==> config.mk <==
export PLATFORM = sky130hd
export DESIGN_NAME = ps2_mouse_packet_cursor_tracker
export DESIGN_NICKNAME = d
export VERILOG_FILES = /design/src/rtl/ps2mct_pkg.sv /design/src/rtl/ps2mct_in_reg.sv /design/src/rtl/ps2mct_axis_calc.sv /design/src/rtl/ps2mct_packet_core.sv /design/src/rtl/ps2_mouse_packet_cursor_tracker.sv
export SDC_FILE = /design/constraint.sdc
export NUM_CORES = 1
export LEC_CHECK = 0
export BUFFER_PORTS_ARGS = -buffer_cell sky130_fd_sc_hd__clkbuf_2
export CORE_UTILIZATION = 68
export CTS_CLUSTER_SIZE = 16
export DETAILED_ROUTE_END_ITERATION = 10
export PLACE_DENSITY = 0.95
export SETUP_SLACK_MARGIN = 0.05
export SYNTH_ARGS = -nofsm -noshare
export SYNTH_HDL_FRONTEND = slang
export SYNTH_HIERARCHICAL = 1
export SYNTH_SLANG_ARGS = --single-unit
export TNS_END_PERCENT = 100
==> constraint.sdc <==
create_clock -name aclk -period 10.2 [get_ports aclk]
set_input_delay 0.51 -clock aclk [delete_from_list [all_inputs] [get_ports aclk]]
set_output_delay 0.51 -clock aclk [all_outputs]
set_load 0.02 [all_outputs]
==> src/rtl/ps2mct_pkg.sv <==
`default_nettype none
// ----------------------------------------------------------------------------
// ps2mct_pkg: shared types and constants for the PS/2 cursor tracker
// Field widths, header bit positions, register indexes and the packet phase.
// ----------------------------------------------------------------------------
package ps2mct_pkg;

    // Cursor position width in bits.
    localparam int PosBits = 12;

    localparam int ByteW  = 8;
    localparam int SensW  = 5;
    localparam int SizeW  = 13;
    localparam int BtnW   = 3;
    localparam int ProdW  = ByteW + SensW;
    localparam int CmpW   = (SizeW > PosBits) ? SizeW : PosBits;
    localparam int SumW   = ((PosBits > ProdW) ? PosBits : ProdW) + 2;
    localparam int CfgIdxW = 2;

    localparam logic [PosBits-1:0] PosMax   = '1;
    localparam logic [PosBits-1:0] PosReset = PosBits'(50);
    localparam logic [SizeW-1:0]   CursorSize = SizeW'(16);

    localparam logic [SensW-1:0] SensReset   = SensW'(1);
    localparam logic [SizeW-1:0] WidthReset  = SizeW'(1024);
    localparam logic [SizeW-1:0] HeightReset = SizeW'(768);

    // Header byte bit positions.
    localparam int HdrSync  = 3;
    localparam int HdrXSign = 4;
    localparam int HdrYSign = 5;
    localparam int HdrXOvf  = 6;
    localparam int HdrYOvf  = 7;

    // Configuration register indexes.
    localparam logic [CfgIdxW-1:0] RegSensitivity  = CfgIdxW'(0);
    localparam logic [CfgIdxW-1:0] RegScreenWidth  = CfgIdxW'(1);
    localparam logic [CfgIdxW-1:0] RegScreenHeight = CfgIdxW'(2);

    localparam int OutFieldW = 2 * PosBits + 3 * BtnW;
    localparam int TdataOutW = ((OutFieldW + 7) / 8) * 8;

    typedef enum logic [1:0] {
        PH_HEADER = 2'd0,
        PH_XDATA  = 2'd1,
        PH_YDATA  = 2'd2
    } phase_t;

    typedef struct packed {
        logic [SensW-1:0] sensitivity;
        logic [SizeW-1:0] screen_width;
        logic [SizeW-1:0] screen_height;
    } cfg_t;

    typedef struct packed {
        logic                packet_dropped;
        logic [BtnW-1:0]     hold_flags;
        logic [BtnW-1:0]     click_pulses;
        logic [BtnW-1:0]     buttons_down;
        logic [PosBits-1:0]  cursor_y;
        logic [PosBits-1:0]  cursor_x;
    } result_t;

endpackage
`default_nettype wire

==> src/rtl/ps2mct_in_reg.sv <==
`default_nettype none
// ----------------------------------------------------------------------------
// ps2mct_in_reg: input byte register
// Holds one received byte until the packet core consumes it.
// ----------------------------------------------------------------------------
module ps2mct_in_reg (
    input  wire logic                         aclk,
    input  wire logic                         aresetn,
    input  wire logic                         s_tvalid,
    output logic                              s_tready,
    input  wire logic [ps2mct_pkg::ByteW-1:0] s_tdata,
    input  wire logic                         take,
    output logic                              byte_valid,
    output logic [ps2mct_pkg::ByteW-1:0]      byte_data
);

    logic                         valid_reg, valid_next;
    logic [ps2mct_pkg::ByteW-1:0] data_reg, data_next;
    logic                         accept;

    // The register frees up in the same cycle the core takes its byte.
    assign s_tready = !valid_reg || take;
    assign accept   = s_tvalid && s_tready;

    always_comb begin
        valid_next = valid_reg;
        data_next  = data_reg;
        if (accept) begin
            valid_next = 1'b1;
            data_next  = s_tdata;
        end else if (take) begin
            valid_next = 1'b0;
        end
    end

    always_ff @(posedge aclk) begin
        if (!aresetn) begin
            valid_reg <= 1'b0;
        end else begin
            valid_reg <= valid_next;
        end
        data_reg <= data_next;
    end

    assign byte_valid = valid_reg;
    assign byte_data  = data_reg;

endmodule
`default_nettype wire

==> src/rtl/ps2mct_axis_calc.sv <==
`default_nettype none
// ----------------------------------------------------------------------------
// ps2mct_axis_calc: one axis of cursor movement
// Scales a delta magnitude, applies it to the position and clamps to the screen.
// ----------------------------------------------------------------------------
module ps2mct_axis_calc (
    input  wire logic [ps2mct_pkg::PosBits-1:0] pos,
    input  wire logic [ps2mct_pkg::ByteW-1:0]   mag,
    input  wire logic                           toward_zero,
    input  wire logic [ps2mct_pkg::SensW-1:0]   sens,
    input  wire logic [ps2mct_pkg::SizeW-1:0]   size,
    output logic [ps2mct_pkg::PosBits-1:0]      pos_new
);

    logic [ps2mct_pkg::ProdW-1:0]   prod;
    logic [ps2mct_pkg::SumW-1:0]    base;
    logic [ps2mct_pkg::SumW-1:0]    step;
    logic [ps2mct_pkg::SumW-1:0]    sum;
    logic [ps2mct_pkg::SizeW-1:0]   raw_lim;
    logic [ps2mct_pkg::CmpW-1:0]    wide_lim;
    logic [ps2mct_pkg::PosBits-1:0] lim;

    assign prod = ps2mct_pkg::ProdW'(mag) * ps2mct_pkg::ProdW'(sens);
    assign base = ps2mct_pkg::SumW'(pos);
    assign step = ps2mct_pkg::SumW'(prod);
    assign sum  = toward_zero ? (base - step) : (base + step);

    // The cursor may go no further than one cursor size from the far edge.
    assign raw_lim  = (size >= ps2mct_pkg::CursorSize) ? (size - ps2mct_pkg::CursorSize) : '0;
    assign wide_lim = ps2mct_pkg::CmpW'(raw_lim);

    always_comb begin
        if (wide_lim > ps2mct_pkg::CmpW'(ps2mct_pkg::PosMax)) begin
            lim = ps2mct_pkg::PosMax;
        end else begin
            lim = wide_lim[ps2mct_pkg::PosBits-1:0];
        end

        if (sum[ps2mct_pkg::SumW-1]) begin
            pos_new = '0;
        end else if (sum > ps2mct_pkg::SumW'(lim)) begin
            pos_new = lim;
        end else begin
            pos_new = sum[ps2mct_pkg::PosBits-1:0];
        end
    end

endmodule
`default_nettype wire

==> src/rtl/ps2mct_packet_core.sv <==
`default_nettype none
// ----------------------------------------------------------------------------
// ps2mct_packet_core: packet assembly, decode and result register
// Tracks the byte phase, updates cursor and buttons, registers the result.
// ----------------------------------------------------------------------------
module ps2mct_packet_core (
    input  wire logic                         aclk,
    input  wire logic                         aresetn,
    input  wire ps2mct_pkg::cfg_t             cfg,
    input  wire logic                         byte_valid,
    input  wire logic [ps2mct_pkg::ByteW-1:0] byte_data,
    output logic                              take,
    output logic                              res_valid,
    input  wire logic                         res_ready,
    output ps2mct_pkg::result_t               res
);

    ps2mct_pkg::phase_t            phase_reg, phase_next;
    logic [ps2mct_pkg::ByteW-1:0]  first_reg, first_next;
    logic [ps2mct_pkg::ByteW-1:0]  second_reg, second_next;
    logic [ps2mct_pkg::PosBits-1:0] pos_x_reg, pos_x_next;
    logic [ps2mct_pkg::PosBits-1:0] pos_y_reg, pos_y_next;
    logic [ps2mct_pkg::BtnW-1:0]   btn_reg, btn_next;
    logic                          res_valid_reg, res_valid_next;
    ps2mct_pkg::result_t           res_reg, res_next;

    logic                          gives_result;
    logic                          overflow;
    logic [ps2mct_pkg::BtnW-1:0]   cur_btn;
    logic [ps2mct_pkg::ByteW-1:0]  x_mag;
    logic [ps2mct_pkg::ByteW-1:0]  y_mag;
    logic [ps2mct_pkg::PosBits-1:0] x_new;
    logic [ps2mct_pkg::PosBits-1:0] y_new;

    assign gives_result = (phase_reg == ps2mct_pkg::PH_YDATA);

    // Only the third byte produces a result, so only it waits on the output.
    assign take = byte_valid && (!gives_result || !res_valid_reg || res_ready);

    assign overflow = first_reg[ps2mct_pkg::HdrXOvf] || first_reg[ps2mct_pkg::HdrYOvf];
    assign cur_btn  = first_reg[ps2mct_pkg::BtnW-1:0];

    // A sign bit with a zero data byte wraps to a zero delta.
    assign x_mag = first_reg[ps2mct_pkg::HdrXSign] ? (~second_reg + 8'd1) : second_reg;
    assign y_mag = first_reg[ps2mct_pkg::HdrYSign] ? (~byte_data + 8'd1) : byte_data;

    // Mouse Y is upward positive; the screen is downward positive.
    ps2mct_axis_calc u_axis_x (
        .pos         (pos_x_reg),
        .mag         (x_mag),
        .toward_zero (first_reg[ps2mct_pkg::HdrXSign]),
        .sens        (cfg.sensitivity),
        .size        (cfg.screen_width),
        .pos_new     (x_new)
    );

    ps2mct_axis_calc u_axis_y (
        .pos         (pos_y_reg),
        .mag         (y_mag),
        .toward_zero (!first_reg[ps2mct_pkg::HdrYSign]),
        .sens        (cfg.sensitivity),
        .size        (cfg.screen_height),
        .pos_new     (y_new)
    );

    // Next phase.
    always_comb begin
        phase_next = phase_reg;
        if (take) begin
            unique case (phase_reg)
                ps2mct_pkg::PH_HEADER: begin
                    if (byte_data[ps2mct_pkg::HdrSync]) begin
                        phase_next = ps2mct_pkg::PH_XDATA;
                    end
                end
                ps2mct_pkg::PH_XDATA: begin
                    phase_next = ps2mct_pkg::PH_YDATA;
                end
                default: begin
                    phase_next = ps2mct_pkg::PH_HEADER;
                end
            endcase
        end
    end

    // Data path and result.
    always_comb begin
        first_next     = first_reg;
        second_next    = second_reg;
        pos_x_next     = pos_x_reg;
        pos_y_next     = pos_y_reg;
        btn_next       = btn_reg;
        res_next       = res_reg;
        res_valid_next = res_valid_reg && !res_ready;

        if (take) begin
            unique case (phase_reg)
                ps2mct_pkg::PH_HEADER: begin
                    if (byte_data[ps2mct_pkg::HdrSync]) begin
                        first_next = byte_data;
                    end
                end
                ps2mct_pkg::PH_XDATA: begin
                    second_next = byte_data;
                end
                ps2mct_pkg::PH_YDATA: begin
                    res_valid_next = 1'b1;
                    if (overflow) begin
                        res_next.cursor_x       = pos_x_reg;
                        res_next.cursor_y       = pos_y_reg;
                        res_next.buttons_down   = btn_reg;
                        res_next.click_pulses   = '0;
                        res_next.hold_flags     = '0;
                        res_next.packet_dropped = 1'b1;
                    end else begin
                        pos_x_next              = x_new;
                        pos_y_next              = y_new;
                        btn_next                = cur_btn;
                        res_next.cursor_x       = x_new;
                        res_next.cursor_y       = y_new;
                        res_next.buttons_down   = cur_btn;
                        res_next.click_pulses   = cur_btn & ~btn_reg;
                        res_next.hold_flags     = cur_btn & btn_reg;
                        res_next.packet_dropped = 1'b0;
                    end
                end
                default: begin
                    first_next = first_reg;
                end
            endcase
        end
    end

    always_ff @(posedge aclk) begin
        if (!aresetn) begin
            phase_reg     <= ps2mct_pkg::PH_HEADER;
            first_reg     <= '0;
            second_reg    <= '0;
            pos_x_reg     <= ps2mct_pkg::PosReset;
            pos_y_reg     <= ps2mct_pkg::PosReset;
            btn_reg       <= '0;
            res_valid_reg <= 1'b0;
        end else begin
            phase_reg     <= phase_next;
            first_reg     <= first_next;
            second_reg    <= second_next;
            pos_x_reg     <= pos_x_next;
            pos_y_reg     <= pos_y_next;
            btn_reg       <= btn_next;
            res_valid_reg <= res_valid_next;
        end
        res_reg <= res_next;
    end

    assign res_valid = res_valid_reg;
    assign res       = res_reg;

endmodule
`default_nettype wire

==> src/rtl/ps2_mouse_packet_cursor_tracker.sv <==
`default_nettype none
// ----------------------------------------------------------------------------
// ps2_mouse_packet_cursor_tracker: PS/2 mouse packets to cursor position
// Assembles three-byte mouse packets and tracks a clamped screen cursor.
// ----------------------------------------------------------------------------
// Raw PS/2 mouse bytes enter one word per handshake on the slave stream. A
// header byte without its sync bit (bit 3) is discarded, so the block
// realigns itself on the next plausible header. Each completed three-byte
// packet yields exactly one output word: the cursor position after the
// movement, the buttons held, the buttons newly pressed and the buttons held
// since the previous packet. A packet with either overflow bit set is
// discarded; its word carries the unchanged position and latched buttons with
// m_tuser high. Movement is scaled by the sensitivity register, Y is flipped
// so that downward is positive, and each axis is clamped to the screen size
// less sixteen pixels. The block takes one byte per clock cycle unless an
// earlier word still waits in the result register when a third byte is
// due; an accepted byte lands in the input register and is decoded from
// there into the result register, which holds the word. Reset places
// the cursor at (50, 50) with all buttons released. Configuration registers
// should be written only while no packet is in flight.
// ----------------------------------------------------------------------------
module ps2_mouse_packet_cursor_tracker (
    input  wire logic                                  aclk,
    input  wire logic                                  aresetn,
    // Configuration write channel.
    input  wire logic                                  cfg_valid,
    output logic                                       cfg_ready,
    input  wire logic [ps2mct_pkg::CfgIdxW-1:0]        cfg_index,
    input  wire logic [ps2mct_pkg::SizeW-1:0]          cfg_data,
    // Byte stream from the mouse.
    input  wire logic                                  s_tvalid,
    output logic                                       s_tready,
    input  wire logic [ps2mct_pkg::ByteW-1:0]          s_tdata,  // [7:0] ps2_byte
    // Result stream.
    output logic                                       m_tvalid,
    input  wire logic                                  m_tready,
    // From bit 0: cursor_x, cursor_y, buttons_down, click_pulses, hold_flags, zero fill.
    output logic [ps2mct_pkg::TdataOutW-1:0]           m_tdata,
    output logic [0:0]                                 m_tuser   // [0] packet_dropped
);

    ps2mct_pkg::cfg_t     cfg_reg, cfg_next;
    ps2mct_pkg::result_t  res;
    logic                 take;
    logic                 byte_valid;
    logic [ps2mct_pkg::ByteW-1:0] byte_data;

    // Register writes are always accepted; an index beyond the list is ignored.
    assign cfg_ready = 1'b1;

    always_comb begin
        cfg_next = cfg_reg;
        if (cfg_valid && cfg_ready) begin
            unique case (cfg_index)
                ps2mct_pkg::RegSensitivity: begin
                    cfg_next.sensitivity = cfg_data[ps2mct_pkg::SensW-1:0];
                end
                ps2mct_pkg::RegScreenWidth: begin
                    cfg_next.screen_width = cfg_data;
                end
                ps2mct_pkg::RegScreenHeight: begin
                    cfg_next.screen_height = cfg_data;
                end
                default: begin
                    cfg_next = cfg_reg;
                end
            endcase
        end
    end

    always_ff @(posedge aclk) begin
        if (!aresetn) begin
            cfg_reg.sensitivity   <= ps2mct_pkg::SensReset;
            cfg_reg.screen_width  <= ps2mct_pkg::WidthReset;
            cfg_reg.screen_height <= ps2mct_pkg::HeightReset;
        end else begin
            cfg_reg <= cfg_next;
        end
    end

    ps2mct_in_reg u_in_reg (
        .aclk       (aclk),
        .aresetn    (aresetn),
        .s_tvalid   (s_tvalid),
        .s_tready   (s_tready),
        .s_tdata    (s_tdata),
        .take       (take),
        .byte_valid (byte_valid),
        .byte_data  (byte_data)
    );

    ps2mct_packet_core u_core (
        .aclk       (aclk),
        .aresetn    (aresetn),
        .cfg        (cfg_reg),
        .byte_valid (byte_valid),
        .byte_data  (byte_data),
        .take       (take),
        .res_valid  (m_tvalid),
        .res_ready  (m_tready),
        .res        (res)
    );

    // The drop flag says what the word means, so it travels on the side band.
    assign m_tdata = ps2mct_pkg::TdataOutW'({res.hold_flags, res.click_pulses,
                                             res.buttons_down, res.cursor_y,
                                             res.cursor_x});
    assign m_tuser = res.packet_dropped;

endmodule
`default_nettype wire
Word level (Yosys, flattened, before mapping). Cells that the tools add are included.

Input port bits: 28. Output and inout bits: 44. Flip-flop bits (word level): 120. Logic and storage cells: 86.

Magnitude comparators: 6. Multipliers: 2. $add $sub $neg: 8. Muxes and demuxes: 19. Reduce and logical (&&, ||, !) cells: 22. Equal/unequal tests: 5. Bitwise logic cells: 6.

Operators with widths (count): $mux W12 (6); $mux W34 (1); $gt A15 B12 Y1 (2); $mux W15 (2); $add A12 B13 Y14 (2); $sub A12 B13 Y14 (2); $ge A13 B5 Y1 const B (2); $gt A13 B12 Y1 const B (2); $mul A8 B5 Y13 (2); $mux W13 (2); $sub A13 B5 Y13 const B (2); $add A8 B1 Y8 const B (2); $mux W8 (2); $not A8 Y8 (2); $reduce_and A2 Y1 (6); $and A3 B3 Y3 (2); $reduce_and A3 Y1 (2); $eq A2 B1 Y1 const B (2); $eq A2 B2 Y1 const B (2); $logic_not A1 Y1 (4); $logic_not A2 Y1 (2); $logic_or A1 B1 Y1 (4); $mux W1 (4); $pmux W2 S2 (1); 6 further kinds (8).

Depth between registers and ports, before layout.
Depth after elaboration: 10. Depth in mapped cells: 38.

Modules after synthesis. Netlist, hierarchy kept.

By module, submodules not included: ps2mct_packet_core (area each 3437.0 um^2, times used 1, cells an instance 357); ps2mct_axis_calc at u_core.u_axis_y (area each 3243.1 um^2, times used 1, cells an instance 432); ps2mct_axis_calc at u_core.u_axis_x (area each 3140.5 um^2, times used 1, cells an instance 408); ps2_mouse_packet_cursor_tracker (area each 1263.7 um^2, times used 1, cells an instance 130); ps2mct_in_reg (area each 297.8 um^2, times used 1, cells an instance 13).

Least setup slack after synthesis. OpenSTA, ideal clock, no wires.

Kind: register -> register. From: register u_core/second_reg[0] in the netlist's numbering. To: register u_core.res_reg (netlist bit u_core/res[0]), data pin. Library setup time: 0.253 ns. Path buffers: 1. Arrival: 6.654 ns. Setup slack: 3.293 ns. Stages on the path, launching flop included: 34. Path through: dfxtp_1 -> inv_1 -> ha_1 -> nand2b_1 -> xnor2_1 -> and2_1 -> fa_1 -> fa_1 -> inv_1 -> fa_1 -> inv_1 -> ha_1 -> inv_1 -> o21bai_1 -> a21oi_1 -> xnor2_1 -> ha_1 -> inv_1 -> a2111oi_0 -> a21oi_1 -> o21ai_0 -> xor2_1 -> ha_1 -> a21o_1 -> a21o_1 -> a21o_1 -> a211oi_1 -> o21ai_0 -> o22ai_2 -> buf_6 -> mux2i_1 -> nor2_1 -> nand2_1 -> nand2_1.

Cells in the longest elaborated chain, start to end: 10.

RTL lines: from (decl) (line ps2mct_packet_core.sv:20) `logic [ps2mct_pkg::ByteW-1:0] second_reg, second_next;`; from (signal assigned) (line ps2mct_packet_core.sv:146) `second_reg <= second_next;`; $not A8 Y8 * (line ps2mct_packet_core.sv:44) `assign x_mag = first_reg[ps2mct_pkg::HdrXSign] ? (~second_reg + 8'd1) : second_reg;`; $add A8 B1 Y8 * (line ps2mct_packet_core.sv:44); $mux W8 * (line ps2mct_packet_core.sv:44); via u_core.x_mag, one bit (line ps2mct_packet_core.sv:30) `logic [ps2mct_pkg::ByteW-1:0] x_mag;`; $mul A8 B5 Y13 * (line ps2mct_axis_calc.sv:23) `assign prod = ps2mct_pkg::ProdW'(mag) * ps2mct_pkg::ProdW'(sens);`; $add A12 B13 Y14 or $sub A12 B13 Y14 (tied branches) (line ps2mct_axis_calc.sv:26) `assign sum = toward_zero ? (base - step) : (base + step);`; $mux W15 * (line ps2mct_axis_calc.sv:26); $gt A15 B12 Y1 (line ps2mct_axis_calc.sv:41) `end else if (sum > ps2mct_pkg::SumW'(lim)) begin`; $mux W12 (line ps2mct_axis_calc.sv:41); $mux W12 * (line ps2mct_axis_calc.sv:39) `if (sum[ps2mct_pkg::SumW-1]) begin`; via u_core.x_new, one bit (line ps2mct_packet_core.sv:32) `logic [ps2mct_pkg::PosBits-1:0] x_new;`; $mux W34 * (line ps2mct_packet_core.sv:108) `if (overflow) begin`; to (signal assigned) (line ps2mct_packet_core.sv:152) `res_reg <= res_next;`; to (decl) (line ps2mct_packet_core.sv:25) `ps2mct_pkg::result_t res_reg, res_next;`.

Mark *: on every way through the listed nets, which the timed path passes. The rest lies on a longest branch. A chain may end at the register's enable or synchronous reset.

Final worst setup path.
From: register u_core/first_reg[4] in the netlist's numbering. To: register u_core.res_reg (netlist bit u_core/res[0]), data pin.

Cells in the longest elaborated chain, start to end: 8.

RTL lines: from (decl) (line ps2mct_packet_core.sv:19) `logic [ps2mct_pkg::ByteW-1:0] first_reg, first_next;`; from (signal assigned) (line ps2mct_packet_core.sv:145) `first_reg <= first_next;`; $mux W8 * (line ps2mct_packet_core.sv:44); via u_core.x_mag, one bit (line ps2mct_packet_core.sv:30); $mul A8 B5 Y13 * (line ps2mct_axis_calc.sv:23); $add A12 B13 Y14 or $sub A12 B13 Y14 (tied branches) (line ps2mct_axis_calc.sv:26); $mux W15 * (line ps2mct_axis_calc.sv:26); $gt A15 B12 Y1 (line ps2mct_axis_calc.sv:41); $mux W12 (line ps2mct_axis_calc.sv:41); $mux W12 * (line ps2mct_axis_calc.sv:39); via u_core.x_new, one bit (line ps2mct_packet_core.sv:32); $mux W34 * (line ps2mct_packet_core.sv:108).

Marked as above.

==> parameters.txt <==
Parameter                              Value

Routing
  Vias/cell ... 6.18
  Final routed DRC violation total ... 0
  Total wirelength of the detailed-routed design ... 28600 um
  Drt first pass iters ... 6
  Detailed Route Iter0 Violations ... 1100
  Number of nets still failing antenna checks after routing ... 0
  Routed wire length per instance ... 17.8 um
  Number of vias in the routed layout ... 9930

STA
  Final slew viol count ... 0
  Final worst setup slack ... 1.62 ns
  Number of hold violations in the final report ... 0
  Final critical path time including I/O delays and setup ... 8.58 ns
  Post-route worst hold slack ... 0.252 ns
  Max transition margin ... 19.5%
  Final Cycle Share ... 84.1%
  Setup repair after global routing missed its margin ... false
  Sum Neg Setup Slack ... 0 ns
  Post-route clock skew ... 0.0110 ns
  Setup-violating endpoint count in the final report ... 0
  Slew at the pin with the worst max-slew slack ... 1.20 ns
  Fmax ... 117 MHz

Die
  Core Region ... 16100 um2
  Die Width ... 131 um
  Height of the chip ... 131 um
  I/O pin total ... 72
  Die footprint ... 17300 um2
  Cell row count ... 46
  Initial standard-cell utilization of the core ... 70.6%

Power
  Cell Pwr Density ... 128 nW/um2
  Static leakage ... 5.68 nW
  Worst IR Drop VDD ... 125 uV
  Design Power ... 1.58 mW

Synthesis
  Sequential area share after synthesis ... 24.6%
  Area of the mapped netlist ... 11400 um2
  Synth Register Bits ... 119
  Cell taking the most area after synthesis ... sky130_fd_sc_hd__ha_1
  Most numerous cell in the Yosys netlist ... sky130_fd_sc_hd__nand2_1
  Number of distinct library cells after synthesis ... 95
  Synth top area share ... 13.6%
  Number of flops mapped to enable cells by yosys ... 42
  Primary flip-flop cell chosen by synthesis mapping ... sky130_fd_sc_hd__dfxtp_1
  Dominant cells by area after synthesis ... sky130_fd_sc_hd__ha_1 (14%), sky130_fd_sc_hd__dfxtp_1 (14%), sky130_fd_sc_hd__edfxtp_1 (11%)
  Number of cells produced by synthesis ... 1340
  Avg Synthesized Cell Area ... 8.49 um2
  Share of async-settable or async-resettable flops after synthesis ... 0%
  Yosys warning total ... 6
  Commonest cells in the netlist ... sky130_fd_sc_hd__nand2_1 (231), sky130_fd_sc_hd__ha_1 (124), sky130_fd_sc_hd__inv_1 (106)

Global route
  Global-route wire length before repair ... 46100 um
  Number of global-route vias before repair ... 9462
  Number of antenna violations at the first check in global routing ... 0
  Remaining global-route overflow ... 0
  Aggregate global-route resource usage ... 33.3%
  Pin count of the biggest net entering global routing ... 89

CTS
  Num Clock Sinks ... 119
  CTS Root Cell ... sky130_fd_sc_hd__clkbuf_16
  Clock latency reported for the late side of the worst-skew pair ... 0.43 ns
  CTS hold repair buffers ... 0
  Max clock buf depth ... 2
  H-Tree Depth ... 4
  Post-CTS Repair Setup Buffers ... 0
  Total of cells resized after clock tree synthesis ... 0
  Clock tree from TritonCTS ... yes
  Number of clock buffers inserted by TritonCTS ... 17
  Clock-pin slew of the registers on the worst-case setup and hold paths ... 0.06 ns

Setup path
  Startpoint-to-endpoint class of the critical path ... reg -> reg
  Highest cell delay on the worst timing path ... 0.88 ns
  Critical path's top delay family ... compound AO/OA/AOI/OAI gates
  WP data arrival ... 8.77 ns
  Maximum fanout encountered on the critical timing path ... 25
  Worst Setup End Kind ... register
  Nature of the critical path startpoint ... register
  Buf+Inv Stages, Crit Path ... 3
  Cell with the largest stage delay on the worst path ... sky130_fd_sc_hd__dfxtp_1
  CP required ... 10.39 ns

Placement
  Port Buffers ... 63
  DP Worst Slack ... 1.87 ns
  Post-DP Area ... 11700 um2
  Placed instance count ... 1575
  Detailed-placement wirelength estimate ... 20400 um
  Gp weighted congestion ... 0.950

Cells and area
  Number of flip-flops under the largest register name ... 34
  Layout cell share with drive strength beyond 1 ... 10.1%
  Net count, final ... 1570
  Layout overhead on the synthesized area ... 8.08%
  Post-Layout Cell Count ... 1607
  Design area ... 12300 um2
  N_diodes ... 0
  Fraction of the core area covered by cells at the end of the flow ... 76.3%

Worst hold path
  Hold WC Path Type ... in -> reg

Job
  Number of maximum-capacitance violations ... 0

Outcome
  Outcome ... finished, final reports clean
cell usage in the layout (no fill, tap or decap), types with 15 or more instances in the layout:
cell / instances
sky130_fd_sc_hd__edfxtp_1: 42
sky130_fd_sc_hd__mux2i_1: 78
sky130_fd_sc_hd__clkbuf_16: 19
sky130_fd_sc_hd__fa_1: 40
sky130_fd_sc_hd__and2_1: 65
sky130_fd_sc_hd__o31ai_1: 17
sky130_fd_sc_hd__dfxtp_1: 77
sky130_fd_sc_hd__nor2_1: 91
sky130_fd_sc_hd__xor2_1: 29
sky130_fd_sc_hd__nand2_1: 231
sky130_fd_sc_hd__xnor2_1: 37
sky130_fd_sc_hd__ha_1: 124
sky130_fd_sc_hd__clkbuf_2: 62
sky130_fd_sc_hd__o21ai_0: 41
sky130_fd_sc_hd__nor3_1: 24
sky130_fd_sc_hd__a21oi_1: 49
sky130_fd_sc_hd__inv_1: 106
sky130_fd_sc_hd__a21o_1: 15
report_power, final:
| group | switching, mW | leakage (nW) | total (mW) | internal, mW |
|---|---|---|---|---|
| Combinational | 0.272 | 4.38 | 0.448 | 0.176 |
| Clock | 0.247 | 0.293 | 0.607 | 0.360 |
| Sequential | 0.0167 | 1.01 | 0.521 | 0.505 |
| Total | 0.536 | 5.68 | 1.58 | 1.04 |
worst reg2reg max path, delay by kind of cell, from the launching register on:
kind                     cells  cell delay (ns)
AO/OA/AOI/OAI               11             2.60
adder cells (fa/ha/maj)      6             2.53
AND/OR/NAND/NOR              9             1.02
multiplexers                 1             0.28
flip-flops                   1             0.88
XOR/XNOR                     3             0.84
buffers and inverters        3             0.18
area by class of cell:
cell class / count / area (um2)
inverters: 112 / 420
repair buffers: 67 / 345
well taps: 216 / 270
flip-flops and latches: 119 / 2800
clock buffers: 21 / 503
clock inverters: 11 / 95.1
fillers: 1030 / 3810
multi-input cells: 1061 / 7870
logic make-up (layout without fill, tap and decap cells):
family,after synthesis,after routing,share of synthesized area (%)
and+or+nand+nor,520,520,22.1
AOI/OAI and AO/OA,220,220,13.4
buffers and inverters,166,211,6.65
adders and majority gates,164,164,20.7
DFF,119,119,24.6
muxes,83,83,7.35
xor gates and xnor gates,66,66,5.08
other,2,8,0.0660
metal layers:
layer	global-route usage (%)	vias to the layer above	routed length, um
met5	0	-	0
met3	6.52	76	2000
met1	41.9	4731	12200
li1	-	4649	-
met4	13.9	0	833
met2	55.6	474	13600
final timing paths:
path	start	endpoint	slack [ns]	cells past startpoint
max	u_core/first_reg[4]	u_core/res[0]	1.62	33
min	s_tdata[2]	u_in_reg/byte_data[2]	0.25	1
max reg2reg	u_core/first_reg[4]	u_core/res[0]	1.62	33
min reg2reg	cfg_reg[14]	cfg_reg[14]	0.48	2
Power figures use the tool's default switching activity.
